File: config.mk
export PLATFORM = sky130hd
export DESIGN_NAME = delta_timer_task_scheduler_top
export DESIGN_NICKNAME = d
export VERILOG_FILES = /design/src/rtl/dtts_pkg.sv /design/src/rtl/dtts_front.sv /design/src/rtl/dtts_back.sv /design/src/rtl/delta_timer_task_scheduler_top.sv
export SDC_FILE = /design/constraint.sdc
export NUM_CORES = 2
export LEC_CHECK = 0
export BUFFER_PORTS_ARGS = -buffer_cell sky130_fd_sc_hd__buf_2
export CAP_MARGIN = 20
export CORE_UTILIZATION = 66
export CTS_BUF_LIST = sky130_fd_sc_hd__clkbuf_4 sky130_fd_sc_hd__clkbuf_8
export DETAILED_ROUTE_END_ITERATION = 8
export GPL_TIMING_DRIVEN = 0
export PLACE_DENSITY = 0.82
export SLEW_MARGIN = 10
export SYNTH_ARGS = -nofsm -noshare
export SYNTH_HDL_FRONTEND = slang
export SYNTH_SLANG_ARGS = --single-unit
File: constraint.sdc
create_clock -name clk -period 8.2 [get_ports clk]
set_clock_uncertainty 0.05 [all_clocks]
set_input_delay 0.82 -clock clk [delete_from_list [all_inputs] [get_ports clk]]
set_output_delay 0.82 -clock clk [all_outputs]
set_load 0.02 [all_outputs]
File: src/rtl/dtts_pkg.sv
// dtts_pkg: shared types and constants of the delta timer task scheduler
// no dependencies
package dtts_pkg;

  localparam int TIMER_SLOTS_D = 16;
  localparam int TASK_SLOTS_D  = 16;
  localparam int TAG_BITS_D    = 8;
  localparam int DELAY_BITS_D  = 16;

  typedef enum logic [1:0] {
    OP_TICK = 2'd0,
    OP_ADD  = 2'd1,
    OP_TAKE = 2'd2,
    OP_NOP  = 2'd3
  } op_t;

  typedef enum logic [1:0] {
    ST_DONE  = 2'd0,
    ST_FULL  = 2'd1,
    ST_EMPTY = 2'd2,
    ST_RSVD  = 2'd3
  } status_t;

  typedef struct packed {
    logic [1:0]  operation;
    logic [15:0] delay_ticks;
    logic [7:0]  task_tag;
  } in_item_t;

  typedef struct packed {
    logic [1:0] status;
    logic [7:0] ready_tag;
    logic [4:0] fired_count;
    logic [4:0] dropped_count;
    logic [4:0] pending_timers;
    logic [3:0] queued_tasks;
  } out_item_t;

  // classified command handed from front to back
  typedef struct packed {
    op_t         op;
    logic [15:0] delay;
    logic [7:0]  tag;
  } cmd_t;

  typedef enum logic [2:0] {
    EX_IDLE,
    EX_WALK,
    EX_SHIFT,
    EX_TICK,
    EX_POP,
    EX_TAKE,
    EX_OUT
  } ex_state_t;

endpackage

File: src/rtl/dtts_front.sv
// dtts_front: accepts items, clamps zero delays, queues commands
// depends on dtts_pkg
module dtts_front (
  input  logic              clk,
  input  logic              rst_n,
  input  logic              in_valid,
  output logic              in_ready,
  input  dtts_pkg::in_item_t in_data,
  output logic              cmd_valid,
  input  logic              cmd_ready,
  output dtts_pkg::cmd_t    cmd_data
);
  import dtts_pkg::*;

  // two-entry command queue
  cmd_t       q_r [2];
  logic       wp_r, rp_r;
  logic [1:0] cnt_r;
  cmd_t       c;

  always_comb begin
    c.op    = op_t'(in_data.operation);
    c.delay = (in_data.delay_ticks == 16'd0) ? 16'd1 : in_data.delay_ticks;
    c.tag   = in_data.task_tag;
  end

  assign in_ready  = (cnt_r != 2'd2);
  assign cmd_valid = (cnt_r != 2'd0);
  assign cmd_data  = q_r[rp_r];

  always_ff @(posedge clk) begin
    if (in_valid && in_ready) q_r[wp_r] <= c;
    if (!rst_n) begin
      wp_r <= 1'b0; rp_r <= 1'b0; cnt_r <= 2'd0;
    end else begin
      if (in_valid && in_ready) wp_r <= ~wp_r;
      if (cmd_valid && cmd_ready) rp_r <= ~rp_r;
      cnt_r <= cnt_r + 2'((in_valid && in_ready) ? 1 : 0)
                     - 2'((cmd_valid && cmd_ready) ? 1 : 0);
    end
  end
endmodule

File: src/rtl/dtts_back.sv
// dtts_back: delta list and task ring execution engine
// depends on dtts_pkg
module dtts_back #(
  parameter int TIMER_SLOTS = dtts_pkg::TIMER_SLOTS_D,
  parameter int TASK_SLOTS  = dtts_pkg::TASK_SLOTS_D
) (
  input  logic                clk,
  input  logic                rst_n,
  input  logic                cmd_valid,
  output logic                cmd_ready,
  input  dtts_pkg::cmd_t      cmd_data,
  output logic                out_valid,
  input  logic                out_ready,
  output dtts_pkg::out_item_t out_data
);
  import dtts_pkg::*;

  localparam int TI = (TIMER_SLOTS > 1) ? $clog2(TIMER_SLOTS) : 1;
  localparam int RI = (TASK_SLOTS > 1) ? $clog2(TASK_SLOTS) : 1;
  localparam int TC = $clog2(TIMER_SLOTS + 1);

  // list entries live in flops: the insert shift moves them all at once
  logic [15:0] dl_r  [TIMER_SLOTS];
  logic [7:0]  tg_r  [TIMER_SLOTS];
  logic [7:0]  ring_r [TASK_SLOTS];

  logic [TC-1:0] cnt_r;
  logic [RI-1:0] front_r, rear_r;
  ex_state_t     st_r, st_nxt;
  cmd_t          cmd_r;
  logic [TC-1:0] pos_r;
  logic [16:0]   before_r;
  logic [4:0]    fired_r, dropped_r;
  logic [1:0]    status_r;
  logic [7:0]    rtag_r;
  out_item_t     out_r;
  logic          ov_r;

  logic [TI-1:0] pidx;
  logic [16:0]   total;
  logic [RI-1:0] rnext, used;

  assign pidx  = pos_r[TI-1:0];
  assign total = before_r + {1'b0, dl_r[pidx]};
  assign rnext = (rear_r == RI'(TASK_SLOTS - 1)) ? '0 : rear_r + RI'(1);
  assign used  = (rear_r >= front_r) ? rear_r - front_r
                                     : RI'(TASK_SLOTS) - front_r + rear_r;

  assign cmd_ready = (st_r == EX_IDLE);
  assign out_valid = ov_r;
  assign out_data  = out_r;

  always_comb begin
    st_nxt = st_r;
    unique case (st_r)
      EX_IDLE:  if (cmd_valid) begin
        unique case (cmd_data.op)
          OP_TICK: st_nxt = (cnt_r == '0) ? EX_OUT : EX_TICK;
          OP_ADD:  st_nxt = (cnt_r == TC'(TIMER_SLOTS)) ? EX_OUT : EX_WALK;
          OP_TAKE: st_nxt = EX_TAKE;
          OP_NOP:  st_nxt = EX_OUT;
        endcase
      end
      EX_WALK:  if (pos_r == cnt_r || total >= {1'b0, cmd_r.delay}) st_nxt = EX_SHIFT;
      EX_SHIFT: st_nxt = EX_OUT;
      EX_TICK:  st_nxt = EX_POP;
      EX_POP:   if (cnt_r == '0 || dl_r[0] != 16'd0) st_nxt = EX_OUT;
      EX_TAKE:  st_nxt = EX_OUT;
      EX_OUT:   if (!ov_r || out_ready) st_nxt = EX_IDLE;
      default:  st_nxt = EX_IDLE;
    endcase
  end

  always_ff @(posedge clk) begin
    unique case (st_r)
      EX_IDLE: if (cmd_valid) begin
        cmd_r <= cmd_data; before_r <= '0; fired_r <= '0; dropped_r <= '0;
        rtag_r <= '0;
        status_r <= (cmd_data.op == OP_ADD && cnt_r == TC'(TIMER_SLOTS)) ? ST_FULL
                  : (cmd_data.op == OP_TAKE && rear_r == front_r) ? ST_EMPTY : ST_DONE;
      end
      EX_WALK: if (!(pos_r == cnt_r || total >= {1'b0, cmd_r.delay}))
        before_r <= total;
      EX_SHIFT: begin
        for (int k = 1; k < TIMER_SLOTS; k++) begin
          if (TC'(k) > pos_r && TC'(k) <= cnt_r) begin
            // the entry pushed back keeps its deadline
            dl_r[k] <= (TC'(k) == pos_r + TC'(1))
                     ? dl_r[k-1] - 16'(cmd_r.delay - before_r[15:0])
                     : dl_r[k-1];
            tg_r[k] <= tg_r[k-1];
          end
        end
        dl_r[pidx] <= 16'(cmd_r.delay - before_r[15:0]);
        tg_r[pidx] <= cmd_r.tag;
      end
      EX_TICK: if (dl_r[0] != 16'd0) dl_r[0] <= dl_r[0] - 16'd1;
      EX_POP: if (cnt_r != '0 && dl_r[0] == 16'd0) begin
        if (rnext != front_r) begin
          ring_r[rnext] <= tg_r[0]; fired_r <= fired_r + 5'd1;
        end else dropped_r <= dropped_r + 5'd1;
        for (int k = 1; k < TIMER_SLOTS; k++) begin
          dl_r[k-1] <= dl_r[k]; tg_r[k-1] <= tg_r[k];
        end
      end
      EX_TAKE: if (status_r == ST_DONE)
        rtag_r <= ring_r[(front_r == RI'(TASK_SLOTS - 1)) ? '0 : front_r + RI'(1)];
      default: ;
    endcase
    if (st_r == EX_OUT && (!ov_r || out_ready)) begin
      out_r.status         <= status_r;
      out_r.ready_tag      <= rtag_r;
      out_r.fired_count    <= fired_r;
      out_r.dropped_count  <= dropped_r;
      out_r.pending_timers <= 5'(cnt_r);
      out_r.queued_tasks   <= 4'(used);
    end
    if (!rst_n) begin
      st_r <= EX_IDLE; cnt_r <= '0; front_r <= '0; rear_r <= '0; ov_r <= 1'b0;
      pos_r <= '0;
    end else begin
      st_r <= st_nxt;
      if (st_r == EX_IDLE) pos_r <= '0;
      if (st_r == EX_WALK && !(pos_r == cnt_r || total >= {1'b0, cmd_r.delay}))
        pos_r <= pos_r + TC'(1);
      if (st_r == EX_SHIFT) cnt_r <= cnt_r + TC'(1);
      if (st_r == EX_POP && cnt_r != '0 && dl_r[0] == 16'd0) begin
        cnt_r <= cnt_r - TC'(1);
        if (rnext != front_r) rear_r <= rnext;
      end
      if (st_r == EX_TAKE && status_r == ST_DONE)
        front_r <= (front_r == RI'(TASK_SLOTS - 1)) ? '0 : front_r + RI'(1);
      if (st_r == EX_OUT && (!ov_r || out_ready)) ov_r <= 1'b1;
      else if (ov_r && out_ready) ov_r <= 1'b0;
    end
  end
endmodule

File: src/rtl/delta_timer_task_scheduler_top.sv
// delta_timer_task_scheduler_top: delta list timer queue with task ring
// depends on dtts_pkg, dtts_front, dtts_back
//
//   channel | signals                          | direction
//   in      | in_valid, in_ready, in_data      | item into the block
//   out     | out_valid, out_ready, out_data   | one result item per input
//
// the front queue registers each item before the back picks it up
// an add walks the list one entry a cycle in the back
// a tick pops one expired head a cycle
// take passes through EX_TAKE; empty tick, rejected add and other operations go straight to EX_OUT
// rst_n (synchronous) empties list and ring; stored entries are not cleared
// a two-entry queue lets the front take up to two more items while results stall
module delta_timer_task_scheduler_top #(
  parameter int TIMER_SLOTS = dtts_pkg::TIMER_SLOTS_D,
  parameter int TASK_SLOTS  = dtts_pkg::TASK_SLOTS_D
) (
  input  logic                clk,
  input  logic                rst_n,
  input  logic                in_valid,
  output logic                in_ready,
  input  dtts_pkg::in_item_t  in_data,
  output logic                out_valid,
  input  logic                out_ready,
  output dtts_pkg::out_item_t out_data
);
  import dtts_pkg::*;

  logic cmd_valid, cmd_ready;
  cmd_t cmd_data;

  // front: clamp and queue
  dtts_front u_front (
    .clk, .rst_n, .in_valid, .in_ready, .in_data,
    .cmd_valid, .cmd_ready, .cmd_data
  );

  // back: list walk, expiry, ring, output register
  dtts_back #(.TIMER_SLOTS(TIMER_SLOTS), .TASK_SLOTS(TASK_SLOTS)) u_back (
    .clk, .rst_n, .cmd_valid, .cmd_ready, .cmd_data,
    .out_valid, .out_ready, .out_data
  );
endmodule
==> qor.txt <==
PLACE
--------------------------------------------------------------------------------------
Placer Congestion .......................................................         1.06
Setup slack after placement .............................................   -0.0597 ns
Estimated wirelength of the detail-placed design ........................       133 mm
Post-placement cell count ...............................................         5623
Count of input and output buffers .......................................           60

FINISH
--------------------------------------------------------------------------------------
Nets ....................................................................         5151
Post-synthesis to final-layout area growth ..............................        10.6%
Non-filler instance count after layout ..................................         5850
Total area of sequential cells ..........................................    20300 um2
# fillers ...............................................................         4886
Share of the core filled with cells in the final layout .................        0.741
Area occupied by multi-input gates ......................................    24400 um2
Fraction of final layout cells with drive strength greater than 1 .......        0.109

WORST SETUP PATH
--------------------------------------------------------------------------------------
Setup crit end kind .....................................................     register
Cells along the critical path ........................................... clkbuf_1 -> buf_1 -> mux4_2 -> mux4_2 -> ha_1 -> a21o_1 -> a21o_1 -> a21oi_1 -> o311ai_0 -> a2111oi_0 -> nor2_1 -> xor2_1 -> ha_1 -> nand4_1 -> nor2_1 -> nand4_1 -> o2111ai_1 -> mux2i_1 -> nor2_2 -> buf_2 -> nand2_2
Startpoint Class ........................................................     register
Kind of critical path ................................................... register to register
Longest individual stage delay on the worst path ........................      0.77 ns
Worst path slowest cell .................................................        buf_1
Arrival time at the worst endpoint ......................................      8.34 ns
Worst EP required .......................................................      8.60 ns
CP delay by family, top ................................................. buffers and inverters
Number of buffers and inverters on the critical path ....................            3
Largest fanout on the critical path .....................................           17

LOGIC SYNTHESIS
--------------------------------------------------------------------------------------
Async S/R FF share, synth ...............................................            0
Synth Register Bits .....................................................          685
Post-Synthesis Mean Instance Area .......................................     10.1 um2
Syn nets ................................................................         4932
Cells after synthesis ...................................................         4588
Post-synth EDFFs ........................................................          654
Post-synthesis sequential area ratio ....................................        0.439
Netlist Area Pre-Place ..................................................    46100 um2
Synth Flop Type .........................................................     edfxtp_1
Distinct cell type count of the synthesized netlist .....................           91
Warning count from the yosys run ........................................            0

DETAILED ROUTING
--------------------------------------------------------------------------------------
Router iterations before antenna repair .................................            8
Avg Vias per Cell .......................................................         7.25
Detailed-route via count ................................................        42400
DRC viols ...............................................................            0
Wire length per cell ....................................................      30.3 um
Final wirelength ........................................................       177 mm
Routed Antenna Nets .....................................................            0
Initial detailed-routing violation count ................................         6403

GRT
--------------------------------------------------------------------------------------
Global-route wire length before repair ..................................       257 mm
Overall Global Routing Usage ............................................        0.496
Number of global-route vias before repair ...............................        40200
Pin count of the biggest net entering global routing ....................           30
Global-route congestion overflow total ..................................            0
Number of antenna violations at the first check in global routing .......           13

TIMING
--------------------------------------------------------------------------------------
Maximum operating frequency .............................................      126 MHz
Actual slew at the worst max-slew pin ...................................      1.26 ns
Post-route minimum period ...............................................      7.93 ns
Final Hold Viols ........................................................            0
Final Slew Violations ...................................................            0
Ratio of final minimum period to clock period ...........................        0.968
RSZ-0062 raised after global routing ....................................           no
Final setup viols .......................................................            0
Worst slew slack as a fraction of its limit .............................        0.161
Worst setup slack after layout ..........................................     0.266 ns
Worst-case hold slack ...................................................     0.154 ns

FLOORPLAN
--------------------------------------------------------------------------------------
Die boundary width ......................................................       266 um
Die area ................................................................    71000 um2
Starting utilization of the core area ...................................        0.670
Height of the die .......................................................       266 um
Number of placed I/O pins ...............................................           61
Core outline area .......................................................    68800 um2
Site row count ..........................................................           96

CTS
--------------------------------------------------------------------------------------
Clock sink count ........................................................          685
Hold-fix buffers at CTS .................................................            0
Root buffer cell ........................................................     clkbuf_8
Number of buffers inserted by post-CTS setup repair .....................            0
Maximum buffer depth of the clock tree ..................................            3
Worst-Skew Late Latency .................................................      0.81 ns
CTS tree ................................................................         done
Cts bufs inserted .......................................................          113
Number of H-tree levels .................................................            3
Clock slew at the register clock pins of the worst setup and hold paths .      0.07 ns

HOLD PATH
--------------------------------------------------------------------------------------
Hold crit path type ..................................................... input port to register

FLOW RUN
--------------------------------------------------------------------------------------
# Max-Cap Violations ....................................................            0

RUN STATUS
--------------------------------------------------------------------------------------
Result of the run ....................................................... finished clean

==> cell families (layout without fill, tap and decap cells) <==
group | after synthesis | in the layout | share of synthesized area
XOR/XNOR | 253 | 253 | 0.0480
AO/OA/AOI/OAI | 1388 | 1388 | 0.197
AND/OR/NAND/NOR | 1363 | 1363 | 0.131
flip-flops | 685 | 685 | 0.439
multiplexers | 164 | 164 | 0.0611
buffers and inverters | 421 | 741 | 0.0353
other | 0 | 11 | 0
adder cells (fa/ha/maj) | 314 | 314 | 0.0881
==> cells in the mapped netlist (18+ instances only) <==
| library cell | number | area share |
|---|---|---|
| buf_1 | 24 | 0.0020 |
| a311oi_1 | 19 | 0.0036 |
| a211oi_1 | 53 | 0.0086 |
| mux4_2 | 90 | 0.044 |
| or3_1 | 23 | 0.0031 |
| edfxtp_1 | 654 | 0.43 |
| ha_1 | 296 | 0.080 |
| fa_1 | 18 | 0.0078 |
| o21bai_1 | 23 | 0.0037 |
| nor2b_1 | 29 | 0.0039 |
| nor2_1 | 329 | 0.027 |
| a21o_1 | 80 | 0.013 |
| xnor2_1 | 141 | 0.027 |
| nand2b_1 | 40 | 0.0054 |
| o21ai_0 | 315 | 0.034 |
| o22ai_1 | 22 | 0.0030 |
| buf_2 | 21 | 0.0023 |
| nand3_1 | 92 | 0.010 |
| o21a_1 | 51 | 0.0083 |
| xor2_1 | 112 | 0.021 |
| mux2_2 | 41 | 0.010 |
| a21oi_1 | 290 | 0.031 |
| nor3_1 | 60 | 0.0065 |
| mux2i_1 | 33 | 0.0072 |
| dfxtp_1 | 31 | 0.013 |
| clkbuf_1 | 235 | 0.019 |
| o211ai_1 | 142 | 0.023 |
| and3_1 | 42 | 0.0057 |
| a31oi_1 | 102 | 0.014 |
| o31ai_1 | 19 | 0.0031 |
| o221ai_1 | 40 | 0.0076 |
| a22oi_1 | 97 | 0.016 |
| inv_1 | 136 | 0.011 |
| nand2_1 | 624 | 0.051 |
| and2_1 | 48 | 0.0065 |
==> cell usage in the layout (no fill, tap or decap), drive strengths merged, types with 12 or more instances in the layout <==
master,instances
a211oi,54
a21o,80
a21oi,291
a221oi,16
a22oi,97
a311oi,20
a31oi,102
and2,50
and3,43
buf,149
clkbuf,401
clkinv,49
dfxtp,31
edfxtp,654
fa,18
ha,296
inv,139
mux2,41
mux2i,33
mux4,90
nand2,624
nand2b,40
nand3,92
nor2,330
nor2b,29
nor3,60
nor4,12
nor4bb,12
o211ai,142
o21a,51
o21ai,320
o21bai,23
o221ai,40
o22ai,22
o31a,13
o31ai,20
o41ai,12
or3,23
xnor2,141
xor2,112
==> repair_timing <==
action	4_1_cts	5_1_grt
setup endpoints to repair	17	26
pin swaps	0	0
resized for setup	3	8
hold endpoints to repair	0	0
==> metrics by stage <==
stage	setup TNS [ns]	area, um2
2_1_floorplan	0	46100
3_3_place_gp	-20.45	47600
3_5_place_dp	-1.00	48600
4_1_cts	0	51000
5_1_grt	0	51000
6_report	0	51000
==> worst paths after layout <==
path                                   from                                end  slack (ns)  depth (start not counted)
max reg2reg                        register  u_back.before_r[13]$_SDFFCE_PN0P_        0.27                         21
max                                register  u_back.before_r[13]$_SDFFCE_PN0P_        0.27                         21
min reg2reg  u_back.rtag_r[4]$_SDFFCE_PN0P_      u_back.out_data[23]$_DFFE_PP_        0.36                          0
min                              in_data[1]        u_front.q_r[1][1]$_DFFE_PP_        0.15                          1
==> layout make-up <==
type / count / area share
plain buffers: 282 / 0.0222
diodes: 11 / 0.000539
multi-input cells: 3482 / 0.479
clock buffers: 164 / 0.0387
flip-flops and latches: 685 / 0.397
clock inverters: 52 / 0.00785
repair buffers: 105 / 0.0220
well taps: 931 / 0.0228
inverters: 138 / 0.0102
==> sequential cells by signal, summed over array words and instances (netlist names), named ones only <==
signal,flops
u_back.out_valid,1
u_back.rear_r,4
u_back.pos_r,5
u_back.dropped_r,5
u_back.fired_r,5
u_back.rtag_r,8
u_back.dl_r,256
u_front.q_r,52
u_back.cnt_r,5
u_front.cnt_r,2
u_back.tg_r,128
u_front.wp_r,1
u_back.st_r,3
u_back.out_data,29
u_back.ring_r,128
u_front.rp_r,1
u_back.cmd_r,24
u_back.before_r,17
u_back.front_r,4
u_back.status_r,2
==> routing by layer <==
layer  wire [um]  vias to the layer above  global-route usage  share of wire
li1            -                    17800                   -              -
met5          54                        -                   0        0.00030
met2       74300                     3636               0.729           0.42
met4       16100                       10               0.366          0.091
met3       25800                      931               0.159           0.15
met1       60900                    20000               0.613           0.34
Power is not shown: default switching activity piles up to over one toggle a cycle in this logic, so the estimate is an artifact.
